$ cat src/hdl/assert_macros.svh
// Assertion macros shared by the convolver RTL.
// No dependencies; assertions compile away when SYNTHESIS is defined.
`ifndef ASSERT_MACROS_SVH
`define ASSERT_MACROS_SVH
`ifndef SYNTHESIS
`define PCV_ASSERT(lbl, clk, rstn, prop) \
  lbl: assert property (@(posedge clk) disable iff (!(rstn)) (prop)) \
    else $error("pcv assertion failed");
`define PCV_ASSERT_ALWAYS(lbl, clk, prop) \
  lbl: assert property (@(posedge clk) (prop)) \
    else $error("pcv assertion failed");
`else
`define PCV_ASSERT(lbl, clk, rstn, prop)
`define PCV_ASSERT_ALWAYS(lbl, clk, prop)
`endif
`endif

$ cat src/hdl/pcv_ram.sv
// Simple dual-port synchronous RAM, one write and one registered read port.
// No dependencies.
module pcv_ram #(
  parameter int WIDTH  = 16,
  parameter int DEPTH  = 256,
  parameter int ADDR_W = $clog2(DEPTH)
) (
  input  logic              clk,
  input  logic              we,
  input  logic [ADDR_W-1:0] waddr,
  input  logic [WIDTH-1:0]  wdata,
  input  logic              re,
  input  logic [ADDR_W-1:0] raddr,
  output logic [WIDTH-1:0]  rdata
);

  logic [WIDTH-1:0] mem [DEPTH];

  always_ff @(posedge clk) begin
    if (we) begin
      mem[waddr] <= wdata;
    end
  end

  always_ff @(posedge clk) begin
    if (re) begin
      rdata <= mem[raddr];
    end
  end

endmodule

$ cat config.mk
export PLATFORM = sky130hd
export DESIGN_NAME = pcv_ram
export DESIGN_NICKNAME = d
export VERILOG_FILES = /design/src/hdl/assert_macros.svh /design/src/hdl/pcv_ram.sv
export SDC_FILE = /design/constraint.sdc
export NUM_CORES = 2
export LEC_CHECK = 0
export BUFFER_PORTS_ARGS = -buffer_cell sky130_fd_sc_hd__buf_2
export CORE_UTILIZATION = 30
export CTS_CLUSTER_SIZE = 25
export DETAILED_ROUTE_END_ITERATION = 7
export PLACE_DENSITY = 0.47
export SYNTH_ARGS = -nofsm -noshare
export SYNTH_HDL_FRONTEND = slang
export SYNTH_SLANG_ARGS = --single-unit
$ cat constraint.sdc
create_clock -name clk -period 4.1 [get_ports clk]
set_clock_uncertainty 0.2 [all_clocks]
set_input_delay 0.615 -clock clk [delete_from_list [all_inputs] [get_ports clk]]
set_output_delay 0.615 -clock clk [all_outputs]
set_load 0.01 [all_outputs]
==> run_results.csv <==
group,metric,value,unit
synthesis,synthArstFlopShare,0,%
cells_and_area,ff_latch_area,123000,µm²
setup_path,crit_path_end_kind,"flip-flop",
cells_and_area,multi_input_area,33200,µm²
sta,slew_headroom,10.0,%
route,routedLengthMet1,209,mm
place,placed_cells,14700,
setup_path,arrival,4.21,ns
cts,h-tree-depth,5,
route,vias_per_cell,5.15,
synthesis,syn_avg_cell_area,21.6,µm²
place,gp_congestion,0.856,
cts,cts_tree,"yes",
synthesis,netlist_area,159000,µm²
cts,clockBufferDepth,4,
sta,rsz0062_at_grt,"false",
die,core,526000,µm²
global_route,overflow,0,
place,dp_hpwl,301,mm
cts,cts_buffers,443,
synthesis,yosysSeqAreaShare,77.7,%
global_route,grt_pass1_vias,81900,
route,drtIter0Drc,8952,
setup_path,startpoint_type,"input port",
die,rows,266,
setup_path,r2r_slack,0.69,ns
setup_path,crit_chain,"buf_12 -> buf_12 -> buf_12 -> buf_12 -> buf_4 -> mux2i_1 -> o221ai_1 -> o32ai_1 -> a21oi_1 -> nand4_1 -> nor4_1",
global_route,grt_max_degree,123,
die,die-area,532000,µm²
setup_path,cp_top_family,"buffers and inverters",
synthesis,synthAdderAreaFrac,0,%
cells_and_area,fillers,48200,
run_status,status,"finished, final reports clean",
cells_and_area,fin_cells,15600,
setup_path,crit_top_cell,"buf_12",
sta,finalHoldViolCount,0,
setup_path,cp_slowest_stage_delay,0.80,ns
setup_path,required,4.60,ns
cts,path_clk_slew,0.06,ns
synthesis,ys_ff_latch,4112,
synthesis,synth_compound_gate_area_share,3.53,%
global_route,grt_pass1_wl,667,mm
synthesis,synth_xor_area_share,0,%
route,met2WireLength,230,mm
die,die-width,730,µm
synthesis,yosysTopAreaCell,"edfxtp_1",
sta,fin_crit_sh,90.5,%
route,wl,481,mm
synthesis,yosysMostFrequentCell,"edfxtp_1",
min_path,hold_path.class,"input port to flip-flop",
route,wl_per_cell,30.9,µm
route,ant_nets,0,
cells_and_area,nNetsFinal,8273,
synthesis,synth.area.top_cells,"edfxtp_1 78%, mux4_2 11%, mux2i_1 3.6%",
global_route,antenna_found_initial,41,
route,top_layer,"met5",
route,drc,0,
power,ir_drop,374,µV
cts,cts.sink_count,4112,
cts,clkLatencyLatePin,1.04,ns
synthesis,syn_nets,7395,
sta,setup_viol,0,
sta,slew_viol_final,0,
sta,fmax,269,MHz
sta,tightest_slew,1.34,ns
cts,postCtsSetupRepairBufs,0,
flow_run,cap_violations,0,
setup_path,path_buf_inv,5,
synthesis,synthFlopType,"edfxtp_1",
synthesis,synth_cell_types,51,
synthesis,yosys_warnings,0,
synthesis,synthCells,7360,
place,port_buffers,50,
sta,fin_crit,3.71,ns
power,p_total,0.0906,W
die,dieHeight,730,µm
cells_and_area,area_growth,18.3,%
cells_and_area,drive_gt1_share,29.9,%
sta,setup_tns,0,ns
power,p_leak,59.5,nW
die,boundaryPins,51,
cts,cts_root_buf,"clkbuf_16",
route,routed-wl-met3,29.9,mm
synthesis,ys_top_cells_by_count,"4112 x edfxtp_1, 797 x mux4_2, 565 x mux2i_1",
global_route,grt_use_total,17.7,%
synthesis,synth_edf_count,4112,
setup_path,cpMaxStageDelayCell,"nor4_1",
synthesis,synth-simple-area-share,1.57,%
route,dr.pass1.iters,5,
setup_path,cp_max_fo,19,
power,p_per_area,482,nW/µm²
route,num_vias,80400,
synthesis,synthMuxAreaShare,15.5,%
setup_path,crit_type,"input port to flip-flop",
die,initial_utilization,30.2,%
synthesis,synth_top_family_by_area,"multiplexers",
synthesis,synth_top_area_share,77.7,%
layout by cell type, fill, tap and decap left out, drive strengths merged, types with 148 or more instances in the layout:
cell    count
edfxtp   4112
buf       868
mux4      797
mux2i     565
clkbuf    529
nor2      304
o221ai    253
clkinv    216
a21oi     175
o22ai     148
worst register-to-register path: cells and delay by family, from the launching register on:
kind	cells	cell delay, ns
mux	2	0.75
flops	1	0.36
compound gates	2	1.44
simple gates	2	0.35
power by group:
part | total (W) | switching (W) | leakage, nW | internal (W)
clock network | 0.0392 | 0.0168 | 6.92 | 0.0225
registers | 0.0464 | 0.0000730 | 37.0 | 0.0464
logic | 0.00488 | 0.00313 | 15.6 | 0.00176
per-layer routing:
layer,GRT usage [%],vias up
li1,-,33100
met1,24.7,43900
met2,29.1,2731
met3,2.74,576
met4,4.23,8
met5,0,-
registers in the layout, summed over array words and instances (netlist names):
| name | count |
|---|---|
| rdata | 16 |
| mem | 4096 |
cells by family after synthesis:
family                 count (synthesis)
muxes                               1450
buffers and inverters                456
AOI/OAI and AO/OA                    786
and+or+nand+nor                      556
DFF                                 4112
metrics by stage:
stage	util, %	hold WS (ns)	setup WS, ns	instance area, µm²
detailed placement	33.0	0.862	-0.702	174000
CTS	35.7	0.0741	0.408	188000
global placement	33.0	0.856	-0.657	174000
floorplan	-	0.514	1.04	159000
finish	35.7	0.207	0.388	188000
global route	35.7	0.125	0.380	188000
area by class of cell:
class	count	share of cell area, %
flip-flops and latches	4112	65.7
multi-input cells	2792	17.7
clock buffers	528	6.10
well taps	6968	4.64
repair buffers	885	4.41
clock inverters	287	1.44
diodes	16	0.0213
inverters	4	0.0146
timing repair:
action,CTS,global route
hold buffers,16,0
resized for setup,0,0
endpoints found under the hold margin,523,0
path summary, 6_finish.rpt:
kind / start / end / cells after the start
max: raddr[0] / rdata[11] / 11
min: wdata[14] / mem[245][14] / 2
max reg2reg: mem[2][3] / rdata[3] / 6
min reg2reg: mem[194][8] / rdata[8] / 6
No activity file was read; power rests on OpenSTA's default activity.
