## src/hdl/assert_macros.svh

```systemverilog
// Assertion macros shared by the convolver RTL.
// No dependencies; assertions compile away when SYNTHESIS is defined.
`ifndef ASSERT_MACROS_SVH
`define ASSERT_MACROS_SVH
`ifndef SYNTHESIS
`define PCV_ASSERT(lbl, clk, rstn, prop) \
  lbl: assert property (@(posedge clk) disable iff (!(rstn)) (prop)) \
    else $error("pcv assertion failed");
`define PCV_ASSERT_ALWAYS(lbl, clk, prop) \
  lbl: assert property (@(posedge clk) (prop)) \
    else $error("pcv assertion failed");
`else
`define PCV_ASSERT(lbl, clk, rstn, prop)
`define PCV_ASSERT_ALWAYS(lbl, clk, prop)
`endif
`endif

```

## src/hdl/pcv_pkg.sv

```systemverilog
// Shared types, codes and constants of the preamp response convolver.
// No dependencies.
package pcv_pkg;

  localparam int MAX_TAPS_DEF   = 256;
  localparam int COUNT_BITS_DEF = 16;
  localparam int COEF_BITS_DEF  = 16;

  localparam int COEF_ADDR_W = 8;
  localparam int TAP_CFG_W   = 9;
  localparam int GAIN_W      = 16;
  localparam int LEAD_W      = 8;
  localparam int CFG_IDX_W   = 2;
  localparam int CFG_DATA_W  = 16;
  localparam int AMP_W       = 48;

  localparam int ACC_W       = 57;
  localparam int ACC_SPLIT   = 29;
  localparam int SCALE_SHIFT = 8;
  localparam int SCL_W       = ACC_W + GAIN_W;

  localparam logic [ACC_W-1:0]     ACC_CAP   = {1'b1, {(ACC_W-1){1'b0}}};
  localparam logic [TAP_CFG_W-1:0] TAP_RESET = 9'd256;
  localparam logic [GAIN_W-1:0]    GAIN_RESET = 16'd256;
  localparam logic [LEAD_W-1:0]    LEAD_RESET = 8'd0;

  localparam logic CMD_LOAD   = 1'b0;
  localparam logic CMD_SAMPLE = 1'b1;

  typedef enum logic [CFG_IDX_W-1:0] {
    CFG_TAP_COUNT = 2'd0,
    CFG_GAIN      = 2'd1,
    CFG_LEAD_BINS = 2'd2
  } pcv_cfg_idx_t;

  typedef enum logic [2:0] {
    ST_IDLE,
    ST_READ,
    ST_DRAIN,
    ST_MUL_LO,
    ST_MUL_HI,
    ST_SUM,
    ST_DONE
  } pcv_state_t;

  typedef struct packed {
    logic clr;
    logic issue;
    logic zero;
    logic mul_lo;
    logic mul_hi;
    logic sum;
  } pcv_mac_ctl_t;

  typedef struct packed {
    logic busy;
  } pcv_mac_sts_t;

endpackage

```

## src/hdl/pcv_mac.sv

```systemverilog
// Multiply-accumulate and gain scaling datapath of the convolver.
// Depends on pcv_pkg for the control struct and accumulator constants.
module pcv_mac #(
  parameter int COUNT_BITS = pcv_pkg::COUNT_BITS_DEF,
  parameter int COEF_BITS  = pcv_pkg::COEF_BITS_DEF
) (
  input  logic                        clk,
  input  logic                        rst_n,
  input  pcv_pkg::pcv_mac_ctl_t       ctl,
  input  logic [COEF_BITS-1:0]        kern_q,
  input  logic [COUNT_BITS-1:0]       hist_q,
  input  logic [pcv_pkg::GAIN_W-1:0]  gain,
  output pcv_pkg::pcv_mac_sts_t       sts,
  output logic [pcv_pkg::AMP_W-1:0]   amplitude
);
  import pcv_pkg::*;

  localparam int PW    = COEF_BITS + COUNT_BITS;
  localparam int LO_W  = ACC_SPLIT + GAIN_W;
  localparam int HI_W  = ACC_W - ACC_SPLIT + GAIN_W;

  logic             rd_vld_r;
  logic             rd_zero_r;
  logic             prod_vld_r;
  logic [PW-1:0]    prod_r;
  logic [ACC_W-1:0] acc_r;
  logic [ACC_W-1:0] acc_sum;
  logic [LO_W-1:0]  plo_r;
  logic [HI_W-1:0]  phi_r;
  logic [SCL_W-1:0] scl;
  logic [AMP_W-1:0] amp_r;

  assign acc_sum = acc_r + ACC_W'(prod_r);
  assign scl     = SCL_W'(plo_r) + (SCL_W'(phi_r) << ACC_SPLIT);

  always_ff @(posedge clk) begin
    if (!rst_n) begin
      rd_vld_r   <= 1'b0;
      prod_vld_r <= 1'b0;
    end else begin
      rd_vld_r   <= ctl.issue;
      prod_vld_r <= rd_vld_r;
    end
  end

  always_ff @(posedge clk) begin
    rd_zero_r <= ctl.zero;
    prod_r    <= rd_zero_r ? '0 : PW'(kern_q) * PW'(hist_q);
    if (ctl.clr) begin
      acc_r <= '0;
    end else if (prod_vld_r) begin
      acc_r <= (acc_sum >= ACC_CAP) ? ACC_CAP : acc_sum;
    end
    if (ctl.mul_lo) begin
      plo_r <= LO_W'(acc_r[ACC_SPLIT-1:0]) * LO_W'(gain);
    end
    if (ctl.mul_hi) begin
      phi_r <= HI_W'(acc_r[ACC_W-1:ACC_SPLIT]) * HI_W'(gain);
    end
    if (ctl.sum) begin
      amp_r <= (|scl[SCL_W-1:AMP_W+SCALE_SHIFT]) ? '1 :
               scl[AMP_W+SCALE_SHIFT-1:SCALE_SHIFT];
    end
  end

  assign sts.busy  = rd_vld_r | prod_vld_r;
  assign amplitude = amp_r;

endmodule

```

## config.mk

```make
export PLATFORM = sky130hd
export DESIGN_NAME = pcv_mac
export DESIGN_NICKNAME = d
export VERILOG_FILES = /design/src/hdl/assert_macros.svh /design/src/hdl/pcv_pkg.sv /design/src/hdl/pcv_mac.sv
export SDC_FILE = /design/constraint.sdc
export NUM_CORES = 2
export LEC_CHECK = 0
export BUFFER_PORTS_ARGS = -buffer_cell sky130_fd_sc_hd__buf_2
export CAP_MARGIN = 20
export CORE_MARGIN = 2
export CORE_UTILIZATION = 45
export CTS_CLUSTER_DIAMETER = 60
export DETAILED_ROUTE_END_ITERATION = 12
export PLACE_DENSITY = 0.72
export SYNTH_ARGS = -nofsm -noshare
export SYNTH_HDL_FRONTEND = slang
export SYNTH_SLANG_ARGS = --single-unit
```

## constraint.sdc

```tcl
create_clock -name clk -period 13.99 [get_ports clk]
set_input_delay 1.399 -clock clk [delete_from_list [all_inputs] [get_ports clk]]
set_output_delay 1.399 -clock clk [all_outputs]
set_load 0.03 [all_outputs]
```

==> results.txt <==
Vias per cell - 5.25
Vias - 34500
Cell count after synthesis - 5228
Hold Crit Start - rd_vld_r
Setup crit start kind - input pin
FILL cells - 9605
First-pass GRT wire length - 191000 um
Max Buffers Root-to-Sink - 3
R2R setup slack - 6.67 ns
Post-synth ARST share - 0%
Max VDD drop - 0.178 mV
Launching point of the worst reg2reg path - acc_r[39]
Max Freq - 0.124 GHz
Layout cell share with drive strength beyond 1 - 4.55%
Final setup viols - 0
Clk slew on worst S/H paths - 0.05 ns
Overall power - 5.06 mW
Clk Latency, worst-skew pair - 0.60 ns
Crit Path Max Fanout - 40
Synth area leader - fa_1
Type of the worst min-delay path - reg -> reg
Period minus WS final - 8.07 ns
Slew at the pin closest to its max-slew limit - 1.05 ns
Clock sinks - 221
Post-route ant nets - 0
Final Hold Viols - 0
Number of synthesized flops with an enable pin - 129
Synth cell types - 71
Overall Global Routing Usage - 22.2%
CTS tree - built
Placer Congestion - 0.884
Slew HR - 29.5%
Unrepaired setup endpoints after global routing - false
Pre-CTS setup slack - 5.42 ns
I/O pin count - 105
Total CTS buffers - 37
Multi-input logic area - 36300 um^2
Antenna violations before repair - 7
PD cells - 102 nW/um^2
Count leader, synth - inv_1
Status - finished, final reports clean
Crit. End Element - register
Crit Path Category - in -> reg
Pleak - 24.3 nW
Nets - 6529
Final worst slack - 5.92 ns
Max-cap violations - 0
Clock root buffer - clkbuf_16
FF-to-FF End - phi_r[40]
Initial detailed-routing violation count - 2338
Area contributors post-synth - fa_1, ha_1, inv_1
Share of the synthesized area in the top cell type - 39.8%
Starting Density - 45.4%
Setup Buffers After CTS - 0
Post-DP HPWL - 86200 um
Cell row count - 118
Worst endpoint required time - 14.33 ns
Largest net degree at the start of global routing - 58
Layout area overhead - 6.12%
Chip Width - 327 um
Ys flop type - edfxtp_1
# placed instances - 6498
Non-Filler Instances - 6569
Drt drc - 0
List of most frequent post-synthesis cells - inv_1, fa_1, nand2_1
Final Skew - 0.0492 ns
Vias in the first global route - 37000
Avg Cell Area, Syn - 8.98 um^2
Hold Path Sink - prod_vld_r
Post-place instance area - 48500 um^2
Final setup TNS - 0 ns
Worst R2R Path Depth - 19
Hold Path Cell Cnt - 1
Core ar. - 103000 um^2
Register area - 5720 um^2
Seq/Total Area, Yosys - 12.2%
CTS resizes - 0
Post-route cell area - 49800 um^2
Mapped cell area - 47000 um^2
Synth Net Count - 6599
Die area - 107000 um^2
H-tree Lvls - 2
Drt first pass iters - 5
Period utilization - 57.7%
Mean routed wirelength per cell - 17.4 um
Hold-fix buffers, CTS - 0
Fin. max-slew vios - 0
WP data arrival - 8.41 ns
Final WL - 114000 um
Die span in y - 327 um
Port Buf Inserts - 104
Total gr overflow - 0
Yosys reg bits - 221
Syn. warnings - 0
power breakdown:
| group | leakage, nW | switching (mW) | internal [mW] |
|---|---|---|---|
| Sequential | 1.90 | 0.0582 | 0.802 |
| Combinational | 21.7 | 1.88 | 1.38 |
| Clock | 0.621 | 0.356 | 0.580 |
cells in the final DEF, fill, tap and decap left out, drive strengths merged, types with 4 or more instances in the layout:
master   count
inv       1073
fa         933
nand2      853
and2       465
ha         382
nor2       169
a21oi      146
buf        145
edfxtp     129
xnor2      112
dfxtp       92
nand3       86
a21o        79
o21ai       74
xor2        64
clkbuf      45
nand4       32
nor3        30
and3        28
nand2b      27
o21a        27
nor2b       21
a211oi      17
a31oi       13
o21bai      13
mux2i       11
or2         10
and4         8
o31ai        7
o211ai       7
clkinv       7
or3          6
a31o         6
nand3b       6
a2111oi      6
a21boi       6
nor4         6
a211o        4
a311oi       4
routing by layer:
| layer | vias up | global-route usage [%] | wire (um) |
|---|---|---|---|
| li1 | 15700 | - | - |
| met4 | 10 | 5.76 | 2710 |
| met1 | 17300 | 30.2 | 49100 |
| met5 | - | 0 | 60 |
| met3 | 193 | 4.80 | 10100 |
| met2 | 1310 | 36.1 | 52300 |
critical path, stage by stage:
cell and delay [ns]:
buf_2 0.35, buf_4 0.54, nand2_1 0.16, fa_1 0.58
inv_1 0.05, fa_1 0.55, fa_1 0.44, fa_1 0.46
fa_1 0.50, inv_1 0.05, fa_1 0.48, inv_1 0.04
ha_1 0.34, a21o_1 0.23, a21oi_1 0.20, a21boi_0 0.27
a21boi_0 0.12, a311o_1 0.39, a211oi_2 0.31, o31ai_1 0.17
a311oi_2 0.42, mux2i_1 0.22, nand3_1 0.09
worst max path at each step:
stage | from | to | slack, ns | cells past startpoint
after floorplan | gain[1] | phi_r[40] | 6.28 | 21
after global routing | gain[10] | phi_r[40] | 5.64 | 23
after global placement | gain[10] | phi_r[40] | 5.54 | 23
after detailed placement | gain[10] | phi_r[40] | 5.42 | 23
final | gain[10] | phi_r[40] | 5.92 | 23
after CTS | gain[10] | phi_r[40] | 6.02 | 23
cell families (layout without fill, tap and decap cells):
kind of cell,count (synthesis),count (layout),synth area share (%)
adder cells (fa/ha/maj),1315,1315,50.0
other,0,2,0
multiplexers,14,14,0.306
AO/OA/AOI/OAI,435,435,5.99
flip-flops,221,221,12.2
buffers and inverters,1315,1274,10.6
AND/OR/NAND/NOR,1752,1752,17.7
XOR/XNOR,176,176,3.28
state kept, by name (all words and copies together) (netlist names):
register and cells:
acc_r 57, amplitude 48, phi_r 44, plo_r 37, prod_r 32, prod_vld_r 1, rd_vld_r 1, rd_zero_r 1
through the flow:
stage | hold slack (ns) | utilization, %
global route | 0.480 | 48.1
CTS | 0.453 | 48.1
detailed placement | 0.442 | 46.9
floorplan | 0.421 | -
finish | 0.450 | 48.1
global placement | 0.434 | 46.9
final cells by class:
cell class	count	area share, %
Inverter	1061	7.99
Timing Repair Buffer	145	1.70
Clock inverter	23	0.522
Antenna cell	2	0.0100
Tap cell	1380	3.46
Multi-Input combinational cell	3692	72.8
Sequential cell	221	11.5
Clock buffer	45	2.02
No activity file was read; power rests on OpenSTA's default activity.
